File: src/rtl/core/cfr_pkg.sv
// cfr_pkg: shared types and constants of the command frame receiver
// depends on nothing; used by all rtl/core modules
`default_nettype none

package cfr_pkg;

    localparam int DATA_FRAME_BYTES = 36;
    localparam int CMD_FRAME_BYTES  = 5;
    localparam int PAYLOAD_BYTES    = 32;
    localparam int POS_W            = 6;

    localparam logic [7:0] HDR_CMD  = 8'hAA;
    localparam logic [7:0] HDR_DATA = 8'hAB;
    localparam logic [7:0] FOOT_A   = 8'h0D;
    localparam logic [7:0] FOOT_B   = 8'h0A;
    localparam logic [7:0] OP_SIT   = 8'h20;
    localparam logic [7:0] OP_SUT   = 8'h22;
    localparam logic [7:0] OP_STOP  = 8'h24;
    localparam logic [7:0] TAB_SIT  = 8'h8C;
    localparam logic [7:0] TAB_SUT  = 8'h8E;
    localparam logic [7:0] TAB_STOP = 8'h90;

    typedef enum logic [2:0] {
        EV_BAD_FOOTER = 3'd0,
        EV_UNKNOWN    = 3'd1,
        EV_BAD_CMDCKS = 3'd2,
        EV_SIT        = 3'd3,
        EV_SUT        = 3'd4,
        EV_STOP       = 3'd5,
        EV_DATA_OK    = 3'd6,
        EV_DATA_CKS   = 3'd7
    } t_event;

    typedef enum logic [1:0] {
        MODE_STOP = 2'd0,
        MODE_SIT  = 2'd1,
        MODE_SUT  = 2'd2
    } t_mode;

    typedef struct packed {
        logic       done;
        logic       foot_ok;
        logic       long_frame;
        logic [7:0] op;
        logic [7:0] cks;
        logic [7:0] sum;
    } t_frame_end;

endpackage

`default_nettype wire

File: src/rtl/core/cfr_if.sv
// cfr_if: valid/ready channel interfaces for received bytes and frame results
// depends on nothing
`default_nettype none

interface cfr_in_if;
    logic       valid;
    logic       ready;
    logic [7:0] rx_byte;

    modport source (output valid, output rx_byte, input ready);
    modport sink   (input valid, input rx_byte, output ready);
endinterface

interface cfr_out_if;
    logic        valid;
    logic        ready;
    logic [2:0]  event_res;
    logic [1:0]  mode_now;
    logic [31:0] altitude_word;
    logic [31:0] pressure_word;
    logic [31:0] accel_x_word;
    logic [31:0] accel_y_word;
    logic [31:0] accel_z_word;
    logic [31:0] angle_x_word;
    logic [31:0] angle_y_word;
    logic [31:0] angle_z_word;
    logic [31:0] accepted_count;
    logic [31:0] error_count;

    modport source (output valid, output event_res, output mode_now,
        output altitude_word, output pressure_word, output accel_x_word,
        output accel_y_word, output accel_z_word, output angle_x_word,
        output angle_y_word, output angle_z_word, output accepted_count,
        output error_count, input ready);
    modport sink (input valid, input event_res, input mode_now,
        input altitude_word, input pressure_word, input accel_x_word,
        input accel_y_word, input accel_z_word, input angle_x_word,
        input angle_y_word, input angle_z_word, input accepted_count,
        input error_count, output ready);
endinterface

`default_nettype wire

File: src/rtl/core/cfr_track.sv
// cfr_track: frame position tracking, field capture, payload shift line, running sum
// depends on cfr_pkg
`default_nettype none

module cfr_track (
    input  wire logic                  i_clk,
    input  wire logic                  i_rst_n,
    input  wire logic                  i_step,
    input  wire logic [7:0]            i_byte,
    input  wire logic [1:0]            i_mode,
    output cfr_pkg::t_frame_end        o_end,
    output logic [8*cfr_pkg::PAYLOAD_BYTES-1:0] o_payload
);
    import cfr_pkg::*;

    localparam logic [POS_W-1:0] POS_CKS_L  = POS_W'(DATA_FRAME_BYTES - 3);
    localparam logic [POS_W-1:0] POS_FOOT_L = POS_W'(DATA_FRAME_BYTES - 2);
    localparam logic [POS_W-1:0] POS_LAST_L = POS_W'(DATA_FRAME_BYTES - 1);
    localparam logic [POS_W-1:0] POS_CKS_S  = POS_W'(CMD_FRAME_BYTES - 3);
    localparam logic [POS_W-1:0] POS_FOOT_S = POS_W'(CMD_FRAME_BYTES - 2);
    localparam logic [POS_W-1:0] POS_LAST_S = POS_W'(CMD_FRAME_BYTES - 1);
    localparam logic [POS_W-1:0] POS_PAY_END = POS_W'(PAYLOAD_BYTES);

    logic [POS_W-1:0] r_pos, n_pos;
    logic             r_long, n_long;
    logic [7:0]       r_op, r_cks, r_foot, r_sum;
    logic [8*PAYLOAD_BYTES-1:0] r_pay;

    logic last, in_frame, in_pay;
    logic [POS_W-1:0] cks_pos, foot_pos;

    assign in_frame = (r_pos != '0);
    assign last     = r_long ? (r_pos == POS_LAST_L) : (r_pos == POS_LAST_S);
    assign cks_pos  = r_long ? POS_CKS_L : POS_CKS_S;
    assign foot_pos = r_long ? POS_FOOT_L : POS_FOOT_S;
    assign in_pay   = r_long && in_frame && (r_pos <= POS_PAY_END);

    always_comb begin
        n_pos  = r_pos;
        n_long = r_long;
        if (!in_frame) begin
            if (i_byte == HDR_CMD) begin
                n_pos  = POS_W'(1);
                n_long = 1'b0;
            end else if (i_byte == HDR_DATA && i_mode == MODE_SUT) begin
                n_pos  = POS_W'(1);
                n_long = 1'b1;
            end
        end else if (last) begin
            n_pos  = '0;
            n_long = 1'b0;
        end else begin
            n_pos = r_pos + POS_W'(1);
        end
    end

    always_ff @(posedge i_clk) begin
        if (!i_rst_n) begin
            r_pos  <= '0;
            r_long <= 1'b0;
        end else if (i_step) begin
            r_pos  <= n_pos;
            r_long <= n_long;
        end
    end

    always_ff @(posedge i_clk) begin
        if (i_step && in_frame) begin
            if (!r_long && r_pos == POS_W'(1)) begin
                r_op <= i_byte;
            end
            if (r_pos == cks_pos) begin
                r_cks <= i_byte;
            end
            if (r_pos == foot_pos) begin
                r_foot <= i_byte;
            end
            if (in_pay) begin
                r_pay <= {r_pay[8*PAYLOAD_BYTES-9:0], i_byte};
                r_sum <= (r_pos == POS_W'(1)) ? i_byte : r_sum + i_byte;
            end
        end
    end

    assign o_end.done       = i_step && in_frame && last;
    assign o_end.foot_ok    = (r_foot == FOOT_A) && (i_byte == FOOT_B);
    assign o_end.long_frame = r_long;
    assign o_end.op         = r_op;
    assign o_end.cks        = r_cks;
    assign o_end.sum        = r_sum;
    assign o_payload        = r_pay;

    a_pos_range: assert property (@(posedge i_clk) disable iff (!i_rst_n)
        r_pos <= POS_LAST_L)
        else $error("frame position beyond data frame");
    a_short_range: assert property (@(posedge i_clk) disable iff (!i_rst_n)
        !r_long |-> r_pos <= POS_LAST_S)
        else $error("command frame position beyond command frame");
    a_end_resets: assert property (@(posedge i_clk) disable iff (!i_rst_n)
        o_end.done |=> r_pos == '0 && !r_long)
        else $error("tracker did not return to idle after frame end");
    a_long_needs_sut: assert property (@(posedge i_clk) disable iff (!i_rst_n)
        i_step && !in_frame && n_long |-> i_mode == MODE_SUT)
        else $error("data frame opened outside SUT mode");

endmodule

`default_nettype wire

File: src/rtl/core/cfr_decide.sv
// cfr_decide: frame verdict, mode register, packet counters and result register
// depends on cfr_pkg and cfr_out_if
`default_nettype none

module cfr_decide (
    input  wire logic                  i_clk,
    input  wire logic                  i_rst_n,
    input  wire cfr_pkg::t_frame_end   i_end,
    input  wire logic [8*cfr_pkg::PAYLOAD_BYTES-1:0] i_payload,
    output logic [1:0]                 o_mode,
    cfr_out_if.source                  o_res
);
    import cfr_pkg::*;

    t_mode       r_mode, n_mode;
    t_event      n_ev;
    logic        r_valid;
    logic [2:0]  r_ev;
    logic [31:0] r_acc, r_err;
    logic [8*PAYLOAD_BYTES-1:0] r_words;
    logic [7:0]  tab, plain;
    logic        cmd_known, data_ok;
    t_mode       cmd_mode;
    t_event      cmd_ev;

    assign plain   = HDR_CMD + i_end.op;
    assign data_ok = (i_end.cks == i_end.sum) || (i_end.cks == 8'(i_end.sum + HDR_DATA));

    always_comb begin
        tab       = TAB_STOP;
        cmd_mode  = MODE_STOP;
        cmd_ev    = EV_UNKNOWN;
        cmd_known = 1'b1;
        case (i_end.op)
            OP_SIT: begin
                tab = TAB_SIT;  cmd_mode = MODE_SIT;  cmd_ev = EV_SIT;
            end
            OP_SUT: begin
                tab = TAB_SUT;  cmd_mode = MODE_SUT;  cmd_ev = EV_SUT;
            end
            OP_STOP: begin
                tab = TAB_STOP; cmd_mode = MODE_STOP; cmd_ev = EV_STOP;
            end
            default: begin
                cmd_known = 1'b0;
            end
        endcase
    end

    always_comb begin
        n_mode = r_mode;
        if (!i_end.foot_ok) begin
            n_ev = EV_BAD_FOOTER;
        end else if (!i_end.long_frame) begin
            if (!cmd_known) begin
                n_ev = EV_UNKNOWN;
            end else if (i_end.cks != plain && i_end.cks != tab) begin
                n_ev = EV_BAD_CMDCKS;
            end else begin
                n_ev   = cmd_ev;
                n_mode = cmd_mode;
            end
        end else if (data_ok) begin
            n_ev = EV_DATA_OK;
        end else begin
            n_ev = EV_DATA_CKS;
        end
    end

    always_ff @(posedge i_clk) begin
        if (!i_rst_n) begin
            r_mode  <= MODE_STOP;
            r_valid <= 1'b0;
            r_acc   <= '0;
            r_err   <= '0;
        end else if (i_end.done) begin
            r_mode  <= n_mode;
            r_valid <= 1'b1;
            if (n_ev == EV_DATA_OK) begin
                r_acc <= r_acc + 32'd1;
            end
            if (n_ev == EV_DATA_CKS) begin
                r_err <= r_err + 32'd1;
            end
        end else if (o_res.ready) begin
            r_valid <= 1'b0;
        end
    end

    always_ff @(posedge i_clk) begin
        if (i_end.done) begin
            r_ev    <= n_ev;
            r_words <= (n_ev == EV_DATA_OK) ? i_payload : '0;
        end
    end

    assign o_mode               = r_mode;
    assign o_res.valid          = r_valid;
    assign o_res.event_res      = r_ev;
    assign o_res.mode_now       = r_mode;
    assign o_res.altitude_word  = r_words[255:224];
    assign o_res.pressure_word  = r_words[223:192];
    assign o_res.accel_x_word   = r_words[191:160];
    assign o_res.accel_y_word   = r_words[159:128];
    assign o_res.accel_z_word   = r_words[127:96];
    assign o_res.angle_x_word   = r_words[95:64];
    assign o_res.angle_y_word   = r_words[63:32];
    assign o_res.angle_z_word   = r_words[31:0];
    assign o_res.accepted_count = r_acc;
    assign o_res.error_count    = r_err;

    a_no_overwrite: assert property (@(posedge i_clk) disable iff (!i_rst_n)
        i_end.done |-> !r_valid || o_res.ready)
        else $error("result overwritten before it was taken");
    a_one_counter: assert property (@(posedge i_clk) disable iff (!i_rst_n)
        !(r_acc != $past(r_acc) && r_err != $past(r_err)))
        else $error("both counters moved on one frame");
    a_acc_step: assert property (@(posedge i_clk) disable iff (!i_rst_n)
        !i_end.done |=> $stable(r_acc) && $stable(r_err) && $stable(r_mode))
        else $error("state changed without a frame end");
    a_mode_legal: assert property (@(posedge i_clk) disable iff (!i_rst_n)
        r_mode == MODE_STOP || r_mode == MODE_SIT || r_mode == MODE_SUT)
        else $error("mode register holds an unused code");

endmodule

`default_nettype wire

File: src/rtl/core/command_frame_receiver_top.sv
// command_frame_receiver_top: byte input register, frame tracker and verdict stage
// depends on cfr_pkg, cfr_if, cfr_track, cfr_decide
//
//  port    dir  contents                                   handshake
//  i_rx    in   rx_byte, one byte from the serial line     valid/ready
//  o_res   out  event, mode, eight payload words, counters valid/ready
//
// one byte per cycle while the result register is not held full; a result
// follows the byte that ends its frame via input register, then result register
// the result register holds until taken; while it is full and not taken,
// every byte waits in the input register and input ready drops
// synchronous active-low reset returns to stop mode with counters at zero
`default_nettype none

module command_frame_receiver_top (
    input  wire logic i_clk,
    input  wire logic i_rst_n,
    cfr_in_if.sink    i_rx,
    cfr_out_if.source o_res
);
    import cfr_pkg::*;

    logic       r_in_valid;
    logic [7:0] r_in_byte;
    logic       step;
    logic [1:0] mode;
    t_frame_end frame_end;
    logic [8*PAYLOAD_BYTES-1:0] payload;

    assign step       = r_in_valid && (!o_res.valid || o_res.ready);
    assign i_rx.ready = !r_in_valid || step;

    always_ff @(posedge i_clk) begin
        if (!i_rst_n) begin
            r_in_valid <= 1'b0;
        end else if (i_rx.ready) begin
            r_in_valid <= i_rx.valid;
        end
    end

    always_ff @(posedge i_clk) begin
        if (i_rx.ready && i_rx.valid) begin
            r_in_byte <= i_rx.rx_byte;
        end
    end

    cfr_track u_track (
        .i_clk     (i_clk),
        .i_rst_n   (i_rst_n),
        .i_step    (step),
        .i_byte    (r_in_byte),
        .i_mode    (mode),
        .o_end     (frame_end),
        .o_payload (payload)
    );

    cfr_decide u_decide (
        .i_clk     (i_clk),
        .i_rst_n   (i_rst_n),
        .i_end     (frame_end),
        .i_payload (payload),
        .o_mode    (mode),
        .o_res     (o_res)
    );

    a_hold_byte: assert property (@(posedge i_clk) disable iff (!i_rst_n)
        r_in_valid && !step |=> r_in_valid && $stable(r_in_byte))
        else $error("stalled input byte was lost");
    a_ready_when_empty: assert property (@(posedge i_clk) disable iff (!i_rst_n)
        !r_in_valid |-> i_rx.ready)
        else $error("input blocked with empty input register");
    a_result_follows: assert property (@(posedge i_clk) disable iff (!i_rst_n)
        frame_end.done |=> o_res.valid)
        else $error("frame end produced no result");

endmodule

`default_nettype wire
File: src/flat_wrapper.sv
// flat-port wrapper written by rule: the top's interface ports become plain ports
module command_frame_receiver_top_flat import cfr_pkg::*;
  (i_clk, i_rst_n, i_rx_valid, i_rx_rx_byte, i_rx_ready, o_res_valid, o_res_event_res, o_res_mode_now, o_res_altitude_word, o_res_pressure_word, o_res_accel_x_word, o_res_accel_y_word, o_res_accel_z_word, o_res_angle_x_word, o_res_angle_y_word, o_res_angle_z_word, o_res_accepted_count, o_res_error_count, o_res_ready);
  cfr_in_if i_rx_i ();
  cfr_out_if o_res_i ();
  input  wire logic i_clk;
  input  wire logic i_rst_n;
  input wire logic [$bits(i_rx_i.valid)-1:0] i_rx_valid;
  input wire logic [$bits(i_rx_i.rx_byte)-1:0] i_rx_rx_byte;
  output wire logic [$bits(i_rx_i.ready)-1:0] i_rx_ready;
  output wire logic [$bits(o_res_i.valid)-1:0] o_res_valid;
  output wire logic [$bits(o_res_i.event_res)-1:0] o_res_event_res;
  output wire logic [$bits(o_res_i.mode_now)-1:0] o_res_mode_now;
  output wire logic [$bits(o_res_i.altitude_word)-1:0] o_res_altitude_word;
  output wire logic [$bits(o_res_i.pressure_word)-1:0] o_res_pressure_word;
  output wire logic [$bits(o_res_i.accel_x_word)-1:0] o_res_accel_x_word;
  output wire logic [$bits(o_res_i.accel_y_word)-1:0] o_res_accel_y_word;
  output wire logic [$bits(o_res_i.accel_z_word)-1:0] o_res_accel_z_word;
  output wire logic [$bits(o_res_i.angle_x_word)-1:0] o_res_angle_x_word;
  output wire logic [$bits(o_res_i.angle_y_word)-1:0] o_res_angle_y_word;
  output wire logic [$bits(o_res_i.angle_z_word)-1:0] o_res_angle_z_word;
  output wire logic [$bits(o_res_i.accepted_count)-1:0] o_res_accepted_count;
  output wire logic [$bits(o_res_i.error_count)-1:0] o_res_error_count;
  input wire logic [$bits(o_res_i.ready)-1:0] o_res_ready;
  assign i_rx_i.valid = i_rx_valid;
  assign i_rx_i.rx_byte = i_rx_rx_byte;
  assign i_rx_ready = i_rx_i.ready;
  assign o_res_valid = o_res_i.valid;
  assign o_res_event_res = o_res_i.event_res;
  assign o_res_mode_now = o_res_i.mode_now;
  assign o_res_altitude_word = o_res_i.altitude_word;
  assign o_res_pressure_word = o_res_i.pressure_word;
  assign o_res_accel_x_word = o_res_i.accel_x_word;
  assign o_res_accel_y_word = o_res_i.accel_y_word;
  assign o_res_accel_z_word = o_res_i.accel_z_word;
  assign o_res_angle_x_word = o_res_i.angle_x_word;
  assign o_res_angle_y_word = o_res_i.angle_y_word;
  assign o_res_angle_z_word = o_res_i.angle_z_word;
  assign o_res_accepted_count = o_res_i.accepted_count;
  assign o_res_error_count = o_res_i.error_count;
  assign o_res_i.ready = o_res_ready;
  command_frame_receiver_top u_core (.i_clk(i_clk), .i_rst_n(i_rst_n), .i_rx(i_rx_i), .o_res(o_res_i));
endmodule
File: config.mk
export PLATFORM = sky130hd
export DESIGN_NAME = command_frame_receiver_top_flat
export DESIGN_NICKNAME = d
export VERILOG_FILES = /design/src/rtl/core/cfr_pkg.sv /design/src/rtl/core/cfr_if.sv /design/src/rtl/core/cfr_track.sv /design/src/rtl/core/cfr_decide.sv /design/src/rtl/core/command_frame_receiver_top.sv /design/src/flat_wrapper.sv
export SDC_FILE = /design/constraint.sdc
export NUM_CORES = 1
export LEC_CHECK = 0
export ABC_AREA = 0
export ABC_CLOCK_PERIOD_IN_PS = 44100
export CAP_MARGIN = 5
export CORE_ASPECT_RATIO = 1.1
export CORE_UTILIZATION = 50
export CTS_CLUSTER_SIZE = 30
export DETAILED_ROUTE_END_ITERATION = 6
export DONT_BUFFER_PORTS = 1
export HOLD_SLACK_MARGIN = 0.08
export PLACE_DENSITY_LB_ADDON = 0.15
export REMOVE_ABC_BUFFERS = 1
export SLEW_MARGIN = 20
export SYNTH_ARGS = -nofsm -noshare
export SYNTH_HDL_FRONTEND = slang
export SYNTH_SLANG_ARGS = --single-unit
File: constraint.sdc
create_clock -name i_clk -period 44.1 [get_ports i_clk]
set_input_delay 4.41 -clock i_clk [delete_from_list [all_inputs] [get_ports i_clk]]
set_output_delay 4.41 -clock i_clk [all_outputs]
set_load 0.005 [all_outputs]
# After elaboration in Yosys (flattened, before gate mapping)
# Cells that the tools add are included.
[op_classes]
n_addsub = 6
magnitude_cmp = 1
eq_ne = 20
mux = 23
bitwise_logic = 2
n_reduce_logical = 29
[ops]
columns = ["cell", "count"]
rows = [
  ["32-bit by 1-bit adder with 32-bit output (second input constant)", 2],
  ["6-bit 2-to-1 mux", 6],
  ["8-bit by 6-bit equality test with 1-bit output (second input constant)", 3],
  ["8-bit by 4-bit equality test with 1-bit output (second input constant)", 2],
  ["8-bit equality test", 2],
  ["8-bit equality test (second input constant)", 2],
  ["8-bit != test", 2],
  ["2-bit AND reduction", 7],
  ["6-bit equality test", 2],
  ["3-bit 2-to-1 mux", 4],
  ["1-bit logical AND", 10],
  ["5-bit one-hot mux with 2 select lines", 1],
  ["1-bit 2-to-1 mux", 9],
  ["3-bit one-hot mux with 3 select lines", 1],
  ["8-bit adder", 1],
  ["8-bit adder (first input constant)", 1],
  ["8-bit adder (second input constant)", 1],
  ["8-bit 2-to-1 mux", 1],
  ["6-bit by 1-bit adder with 6-bit output (second input constant)", 1],
  ["3-bit equality test (second input constant)", 2],
  ["6-bit by 1-bit equality test with 1-bit output (second input constant)", 1],
  ["6-bit by 3-bit equality test with 1-bit output (second input constant)", 1],
  ["6-bit equality test (second input constant)", 1],
  ["6-bit less-or-equal comparator (second input constant)", 1],
  ["12 further kinds", 17],
]
[word_totals]
regBits = 630
input_bits = 12
output_inout_bits = 327

# Logic depth before layout (Yosys ltp)
# Gate-level depths: netlist of run 1.
[logic_depth]
ltp_word = 10
mapped_depth = 11
ltp_nobuf = 10

# By module
# From an unflattened synthesis of run 1, not the netlist that was laid out.
[hier_totals]
hier_cells = 1499
area_unflattened_um2 = 23638.9
[by_module_without_submodules]
columns = ["module", "instances", "cells_per_inst", "area_each_um2", "seq_area_each_um2"]
rows = [
  ["cfr_decide", 1, 1048, 13635.6, 9118.7],
  ["cfr_track", 1, 436, 9688.0, 8788.4],
  ["command_frame_receiver_top", 1, 15, 315.3, 260.2],
]

# Worst setup path after synthesis of run 1
# No wires, ideal clock.
[synth_timing]
kind = "input-to-reg"
startpoint = "input o_res_ready"
endpoint = "register u_core.u_track.r_pay[0], in the netlist u_core.u_track.o_payload[0], enable pin"
arrival_ps = 31321
t_required_ps = 42473
path_slack_ps = 11152
stages = 3
cell_sequence = "nand2b_1 > nand2_1 > nor4b_1"
[synth_between]
elab_chain_cells = 4
[synth_lines]
columns = ["element", "line", "source"]
rows = [
  ["from (decl)", "flat_wrapper.sv:24", "input wire logic [$bits(o_res_i.ready)-1:0] o_res_ready;"],
  ["1-bit logical OR", "command_frame_receiver_top.sv:30", "assign step = r_in_valid && (!o_res.valid || o_res.ready);"],
  ["1-bit logical AND", "command_frame_receiver_top.sv:30", ""],
  ["1-bit logical AND", "cfr_track.sv:68", "if (i_step && in_frame) begin"],
  ["2-bit AND reduction (no line)", "-", ""],
  ["to (signal assigned)", "cfr_track.sv:79", "r_pay <= {r_pay[8*PAYLOAD_BYTES-9:0], i_byte};"],
  ["to (decl)", "cfr_track.sv:27", "logic [8*PAYLOAD_BYTES-1:0] r_pay;"],
]
# Every way passes these cells.
# A chain may end at the register's enable or synchronous reset.

# Worst setup path after layout of run 1
[layout_timing]
startpoint = "input o_res_ready"
endpoint = "output i_rx_ready"
[layout_between]
elab_chain_cells = 3
[layout_lines]
columns = ["element", "line", "source"]
rows = [
  ["1-bit logical OR", "command_frame_receiver_top.sv:30", ""],
  ["1-bit logical AND", "command_frame_receiver_top.sv:30", ""],
  ["1-bit logical OR", "command_frame_receiver_top.sv:31", "assign i_rx.ready = !r_in_valid || step;"],
  ["to (decl)", "flat_wrapper.sv:10", "output wire logic [$bits(i_rx_i.ready)-1:0] i_rx_ready;"],
]
# Every way passes these cells.

==> results of run 1 <==
## how the worst max path moves through the flow
| stage | start | end | slack, ns | cells after the start |
|---|---|---|---|---|
| 2_1_floorplan | o_res_ready | u_core.u_track.o_payload[0]$_DFFE_PP_ | 11.15 | 3 |
| 3_3_place_gp | o_res_ready | i_rx_ready | 35.00 | 2 |
| 3_5_place_dp | o_res_ready | i_rx_ready | 34.98 | 2 |
| 4_1_cts | o_res_ready | i_rx_ready | 34.98 | 2 |
| 5_1_grt | o_res_ready | i_rx_ready | 34.95 | 2 |
| 6_report | o_res_ready | i_rx_ready | 34.98 | 2 |
## metal layers
| layer | vias up | wire length (µm) |
|---|---|---|
| met2 | 320 | 20700 |
| met3 | 56 | 2390 |
| met1 | 5890 | 19100 |
| met5 | - | 0 |
| li1 | 5530 | - |
| met4 | 0 | 865 |
## worst register-to-register path, cell delays in order (launching register included)
cell	delay [ns]
sky130_fd_sc_hd__dfxtp_1	0.47
sky130_fd_sc_hd__inv_1	0.13
sky130_fd_sc_hd__ha_1	0.20
sky130_fd_sc_hd__or4b_1	0.22
sky130_fd_sc_hd__o211ai_2	0.18
sky130_fd_sc_hd__a21oi_4	0.15
sky130_fd_sc_hd__buf_4	0.71
sky130_fd_sc_hd__buf_4	0.89
sky130_fd_sc_hd__buf_4	0.73
## registers in the layout, summed over array words and instances (netlist names), 8 cells and up
signal	cells
u_core.u_track.r_foot	8
u_core.u_track.r_cks	8
u_core.u_track.o_payload	256
u_core.u_track.r_op	8
u_core.r_in_byte	8
u_core.u_decide.r_words	256
u_core.u_decide.o_res.error_count	32
u_core.u_decide.o_res.accepted_count	32
u_core.u_track.r_sum	8
## cell type report
cell class / instances / area [µm²] / share of cell area, %
Tap cell: 595 / 744 / 2.85
Timing Repair Buffer: 12 / 115 / 0.441
Inverter: 27 / 101 / 0.388
Multi-Input combinational cell: 770 / 5080 / 19.5
Sequential cell: 630 / 18200 / 69.6
Clock inverter: 39 / 329 / 1.26
Clock buffer: 70 / 1580 / 6.05
## cells by family after synthesis
| kind of cell | Yosys count |
|---|---|
| xor+xnor | 36 |
| flops | 630 |
| buf+inv | 87 |
| mux | 27 |
| simple gates | 565 |
| compound gates | 127 |
| fa+ha+maj | 15 |
## report_power, final
group | switching [µW] | total, µW | internal [µW]
registers | 1.76 | 643 | 641
clock network | 214 | 493 | 279
logic | 2.89 | 5.22 | 2.33
total | 219 | 1140 | 922
## cells in the final DEF (no fill, tap or decap), drive strengths merged, types with 21 or more instances in the layout
cell	Yosys	routed
a21oi	32	32
and2	261	261
clkbuf	44	70
clkinv	0	33
dfxtp	75	75
edfxtp	555	555
inv	27	28
mux2i	27	27
nand2	82	82
nand2b	37	37
nand3	22	22
nor2	47	47
nor3	21	21
## per-stage QoR
step           hold WS, ns  area, µm²  cells
2_1_floorplan        0.417      23300   1427
3_3_place_gp         0.419      24200   2034
3_5_place_dp         0.423      24200   2034
4_1_cts              0.432      26100   2143
5_1_grt              0.432      26100   2143
6_report             0.432      26100   2143
==> metrics.yaml, run 1 <==
result_of_the_run: "complete, no violations"
placementRows: 83
timing.rr.end: "u_core.u_decide.r_words[244]$_SDFFCE_PP0P_"
die_outline_area_mm2: 0.0481
cts.sinks: 630
synth-edff-count: 555
synthDistinctLibCells: 67
yosys_register_bits: 630
post_synth_fa_ha_maj_area_fraction_pct: 0.827
cp-end-kind: "primary output"
drt_drc_violations_left: 0
yosys-top-cells-count: "555 x sky130_fd_sc_hd__edfxtp_1, 261 x sky130_fd_sc_hd__and2_1, 81 x sky130_fd_sc_hd__nand2_1"
critical_path.max_stage_delay_ns: 0.19
htree_levels: 2
cp_data_arrival_time_ns: 4.71
synth_mux_area_share_pct: 1.15
tritoncts: "built"
drt-pass1-iter-count: 5
hold_end: "u_core.u_track.o_payload[131]$_DFFE_PP_"
drv_slew: 0
wl_per_cell_um: 20.1
routing_usage_on_met1_pct: 24.5
postLayoutCoreUtil_pct: 56.0
holdPathStages: 0
initial_utilization_pct: 50.6
synthToLayoutAreaGrowth_pct: 10.7
critical_path.max_fanout: 3
setup_viol: 0
p_leak_uw: 0.00792
hold_path_class: "flip-flop to flip-flop"
route.vias.total: 11800
synth_area_mm2: 0.0236
ctsResizeCount: 0
drive_above_1_share_pct: 7.82
antenna-diode-count: 0
crit-reg2reg-launch: "u_core.u_track.r_pos[0]$_SDFFE_PN0P_"
global_route.usage.total_pct: 17.7
rsz0062_at_grt: "false"
syn_avg_cell_area_um2: 15.9
post-place-ws_ns: 34.98
chipWidth_um: 209
timing.final.ws_setup_ns: 34.98
max_slew.worst_pin.slew_ns: 1.18
worstPathRequired_ns: 39.69
dp_hpwl_um: 26700
grt_overflow: 0
ys_top_cells_by_area: "sky130_fd_sc_hd__edfxtp_1 71%, sky130_fd_sc_hd__and2_1 6.9%, sky130_fd_sc_hd__dfxtp_1 6.4%"
synthCells: 1487
finalNetCount: 1527
worst_path_buf_inv: 0
viasPerCell: 5.50
grt_start_max_net_pins: 257
fin_setup_tns_ns: 0
synth_compound_gate_area_share_pct: 4.08
power_density_mw_per_mm2: 43.7
cts.reportedPaths.clkPinSlew_ns: 0.06
number_of_global_route_vias_before_repair: 10900
detail_route.wirelength_um: 43100
path_delay_family: "simple AND/OR/NAND/NOR gates"
drtIter0Drc: 895
timing.clock.skew_ns: 0.0354
maxCapViolations: 0
post-route-period-util_pct: 20.7
synth_warnings: 0
ctsRootBufferMaster: "sky130_fd_sc_hd__clkbuf_16"
cts_made_buffers: 59
timing_hold_violations_final: 0
die-height_um: 230
gp_congestion: 0.841
grt.met3_usage_pct: 4.26
synth_most_common_cell: "sky130_fd_sc_hd__edfxtp_1"
criticalPathCategory: "input port to primary output"
synth_top_cell_area_share_pct: 70.6
post-synth-top-area-cell: "sky130_fd_sc_hd__edfxtp_1"
yosys.area_share.simple_pct: 14.0
clock.fmax_mhz: 110
p_total_uw: 1140
wire_length_of_the_first_global_routing_pass_um: 65800
max-slew-margin-rel_pct: 21.2
worst_path_max_delay_cell: "sky130_fd_sc_hd__nor2b_1"
place.port_buffers: 0
design.portCount: 339
sequential_area_share_after_synthesis_pct: 77.0
synth_xor_xnor_area_share_pct: 1.34
r2r_cells: 8
floorplan.core_area_mm2: 0.0466
fillCellCount: 3627
synth_top_flop_cell: "sky130_fd_sc_hd__edfxtp_1"
async_reset_ff_share_pct: 0
period_needed_ns: 9.12
hold_buffers: 0
insertion_delay_ns: 0.63
post_cts.repair.setup_buffers: 0
ant_nets: 0
grt_antenna_before_repair: 0
crit_path_cell_trace: "nor2b_1, nand2_1"
min_from: "u_core.u_track.o_payload[123]$_DFFE_PP_"
clk_path_buf_depth: 3
synth_top_family_by_area: "simple AND/OR/NAND/NOR gates"
grt_most_used_layer: "met2"
grt.met2_usage_pct: 27.9
regToRegSetupSlack_ns: 40.03
cp-start-kind: "input port"
vdd_ir_drop_max_mv: 0.0349
Note: power is estimated with default switching activity, not from simulation.
==> inputs of run 2 (changes only) <==
--- a/config.mk
+++ b/config.mk
@@ -6,7 +6,7 @@
 export NUM_CORES = 1
 export LEC_CHECK = 0
 export ABC_AREA = 0
-export ABC_CLOCK_PERIOD_IN_PS = 44100
+export ABC_CLOCK_PERIOD_IN_PS = 8780
 export CAP_MARGIN = 5
 export CORE_ASPECT_RATIO = 1.1
 export CORE_UTILIZATION = 50
==> constraint.sdc (replaced) <==
create_clock -name i_clk -period 8.78 [get_ports i_clk]
set_input_delay 0.878 -clock i_clk [delete_from_list [all_inputs] [get_ports i_clk]]
set_output_delay 0.878 -clock i_clk [all_outputs]
set_load 0.005 [all_outputs]
==> metrics.yaml, run 2 (same netlist as run 1, synthesis figures left out) <==
dpl_cell_area_mm2: 0.0242
cp-start-kind: "flip-flop"
cts.reportedPaths.clkPinSlew_ns: 0.06
post_cts.repair.setup_buffers: 0
mostFrequentLayoutCells: "555 x sky130_fd_sc_hd__edfxtp_1, 261 x sky130_fd_sc_hd__and2_1, 81 x sky130_fd_sc_hd__nand2_1"
insertion_delay_ns: 0.63
fin_setup_tns_ns: 0
die_outline_area_mm2: 0.0481
global_route.usage.total_pct: 18.0
clock.fmax_mhz: 282
grt_antenna_before_repair: 1
viasPerCell: 5.54
synthToLayoutAreaGrowth_pct: 10.9
power_density_mw_per_mm2: 221
cp_data_arrival_time_ns: 4.10
crit_path_cell_trace: "inv_1, ha_1, or4b_1, o211ai_2, a21oi_4, nand3_1, or4_1, nand2_1"
antenna-diode-count: 0
drtIter0Drc: 786
max-slew-margin-rel_pct: 17.5
placementRows: 83
rsz0062_at_grt: "false"
wl_per_cell_um: 20.5
period_needed_ns: 3.54
post-route-period-util_pct: 40.4
worstPathRequired_ns: 9.33
drt-pass1-iter-count: 5
cts.sinks: 630
place.port_buffers: 0
hold_path_class: "input port to flip-flop"
critical_path.max_stage_delay_ns: 0.79
postLayoutCoreUtil_pct: 56.1
critical_path.max_fanout: 26
wire_length_of_the_first_global_routing_pass_um: 66600
cp-end-kind: "flip-flop"
route.vias.total: 11900
floorplan.core_area_mm2: 0.0466
worst_path_max_delay_cell: "sky130_fd_sc_hd__a21oi_4"
dp_hpwl_um: 27000
htree_levels: 2
clk_path_buf_depth: 3
vdd_ir_drop_max_mv: 0.164
fin_area_mm2: 0.0262
ctsResizeCount: 0
maxCapViolations: 0
design.portCount: 339
cts_made_buffers: 61
final_common_cell: "sky130_fd_sc_hd__edfxtp_1"
number_of_global_route_vias_before_repair: 11300
tritoncts: "built"
finalNetCount: 1527
path_delay_family: "simple AND/OR/NAND/NOR gates"
drive_above_1_share_pct: 8.08
hold_buffers: 0
worst_path_buf_inv: 1
drv_slew: 0
timing_hold_violations_final: 0
grt_overflow: 0
timing.final.ws_setup_ns: 5.24
p_total_uw: 5790
criticalPathCategory: "flip-flop to flip-flop"
drt_drc_violations_left: 0
p_leak_uw: 0.00792
result_of_the_run: "complete, no violations"
post-place-ws_ns: 5.10
initial_utilization_pct: 50.6
die-height_um: 230
chipWidth_um: 209
ctsRootBufferMaster: "sky130_fd_sc_hd__clkbuf_16"
max_slew.worst_pin.slew_ns: 1.24
timing.clock.skew_ns: 0.0217
gp_congestion: 0.811
grt_start_max_net_pins: 257
setup_viol: 0
ant_nets: 0
detail_route.wirelength_um: 43900
run 2: changes by cell type in the layout (fill, tap and decap cells not counted):
| cell | delta |
|---|---|
| sky130_fd_sc_hd__clkinv_2 | +1 |
| sky130_fd_sc_hd__inv_16 | -1 |
| sky130_fd_sc_hd__clkbuf_8 | -2 |
| sky130_fd_sc_hd__clkinvlp_4 | +3 |
| sky130_fd_sc_hd__clkinv_1 | -11 |
| sky130_fd_sc_hd__clkinv_8 | +1 |
| sky130_fd_sc_hd__clkbuf_1 | +6 |
| sky130_fd_sc_hd__inv_6 | +1 |
| sky130_fd_sc_hd__bufinv_16 | +1 |
| sky130_fd_sc_hd__clkinv_4 | +1 |
| sky130_fd_sc_hd__buf_12 | +1 |
| sky130_fd_sc_hd__clkbuf_16 | +1 |
| sky130_fd_sc_hd__buf_4 | -3 |
run 2: layout make-up:
cell class | instances | area (µm²)
Fill cell | 3660 | 20500
Clock inverter | 35 | 359
Timing Repair Buffer | 10 | 113
Sequential cell | 630 | 18200
Tap cell | 595 | 744
Clock buffer | 75 | 1600
Inverter | 27 | 101
Multi-Input combinational cell | 770 | 5080
run 2: layer usage:
metal	track usage [%]	vias to the layer above	wire length [µm]
li1	-	5526	-
met1	24.1	5920	19100
met2	28.7	359	20900
met3	4.36	72	2590
met4	6.43	0	1220
met5	0	-	0
run 2: per-stage QoR:
step,std cells,hold slack [ns]
2_1_floorplan,1427,0.417
3_3_place_gp,2032,0.419
3_5_place_dp,2032,0.423
4_1_cts,2142,0.310
5_1_grt,2142,0.311
6_report,2142,0.352
run 2: power breakdown:
part / leakage, µW / internal, µW / switching (µW)
clock: 0.000949 / 1440 / 1100
combinational: 0.00192 / 11.6 / 14.6
sequential: 0.00505 / 3220 / 9.75
total: 0.00792 / 4670 / 1120
run 2: final timing paths:
path	slack, ns	to	startpoint	cells past startpoint
worst max-delay path	5.24	u_core.u_decide.o_res.accepted_count[8]$_SDFFE_PN0P_	u_core.u_track.r_pos[0]$_SDFFE_PN0P_	8
worst max register to register	5.24	u_core.u_decide.o_res.accepted_count[8]$_SDFFE_PN0P_	u_core.u_track.r_pos[0]$_SDFFE_PN0P_	8
worst min register to register	0.43	u_core.u_track.o_payload[89]$_DFFE_PP_	u_core.u_track.o_payload[81]$_DFFE_PP_	0
worst min-delay path	0.35	u_core.r_in_byte[0]$_DFFE_PP_	i_rx_rx_byte[0]	0
run 2: worst reg2reg max path, cell delays in order, from the launching register on:
cell,delay [ns]
sky130_fd_sc_hd__dfxtp_1,0.46
sky130_fd_sc_hd__inv_1,0.12
sky130_fd_sc_hd__ha_1,0.21
sky130_fd_sc_hd__or4b_1,0.22
sky130_fd_sc_hd__o211ai_2,0.17
sky130_fd_sc_hd__a21oi_4,0.79
sky130_fd_sc_hd__nand3_1,0.78
sky130_fd_sc_hd__or4_1,0.65
sky130_fd_sc_hd__nand2_1,0.09
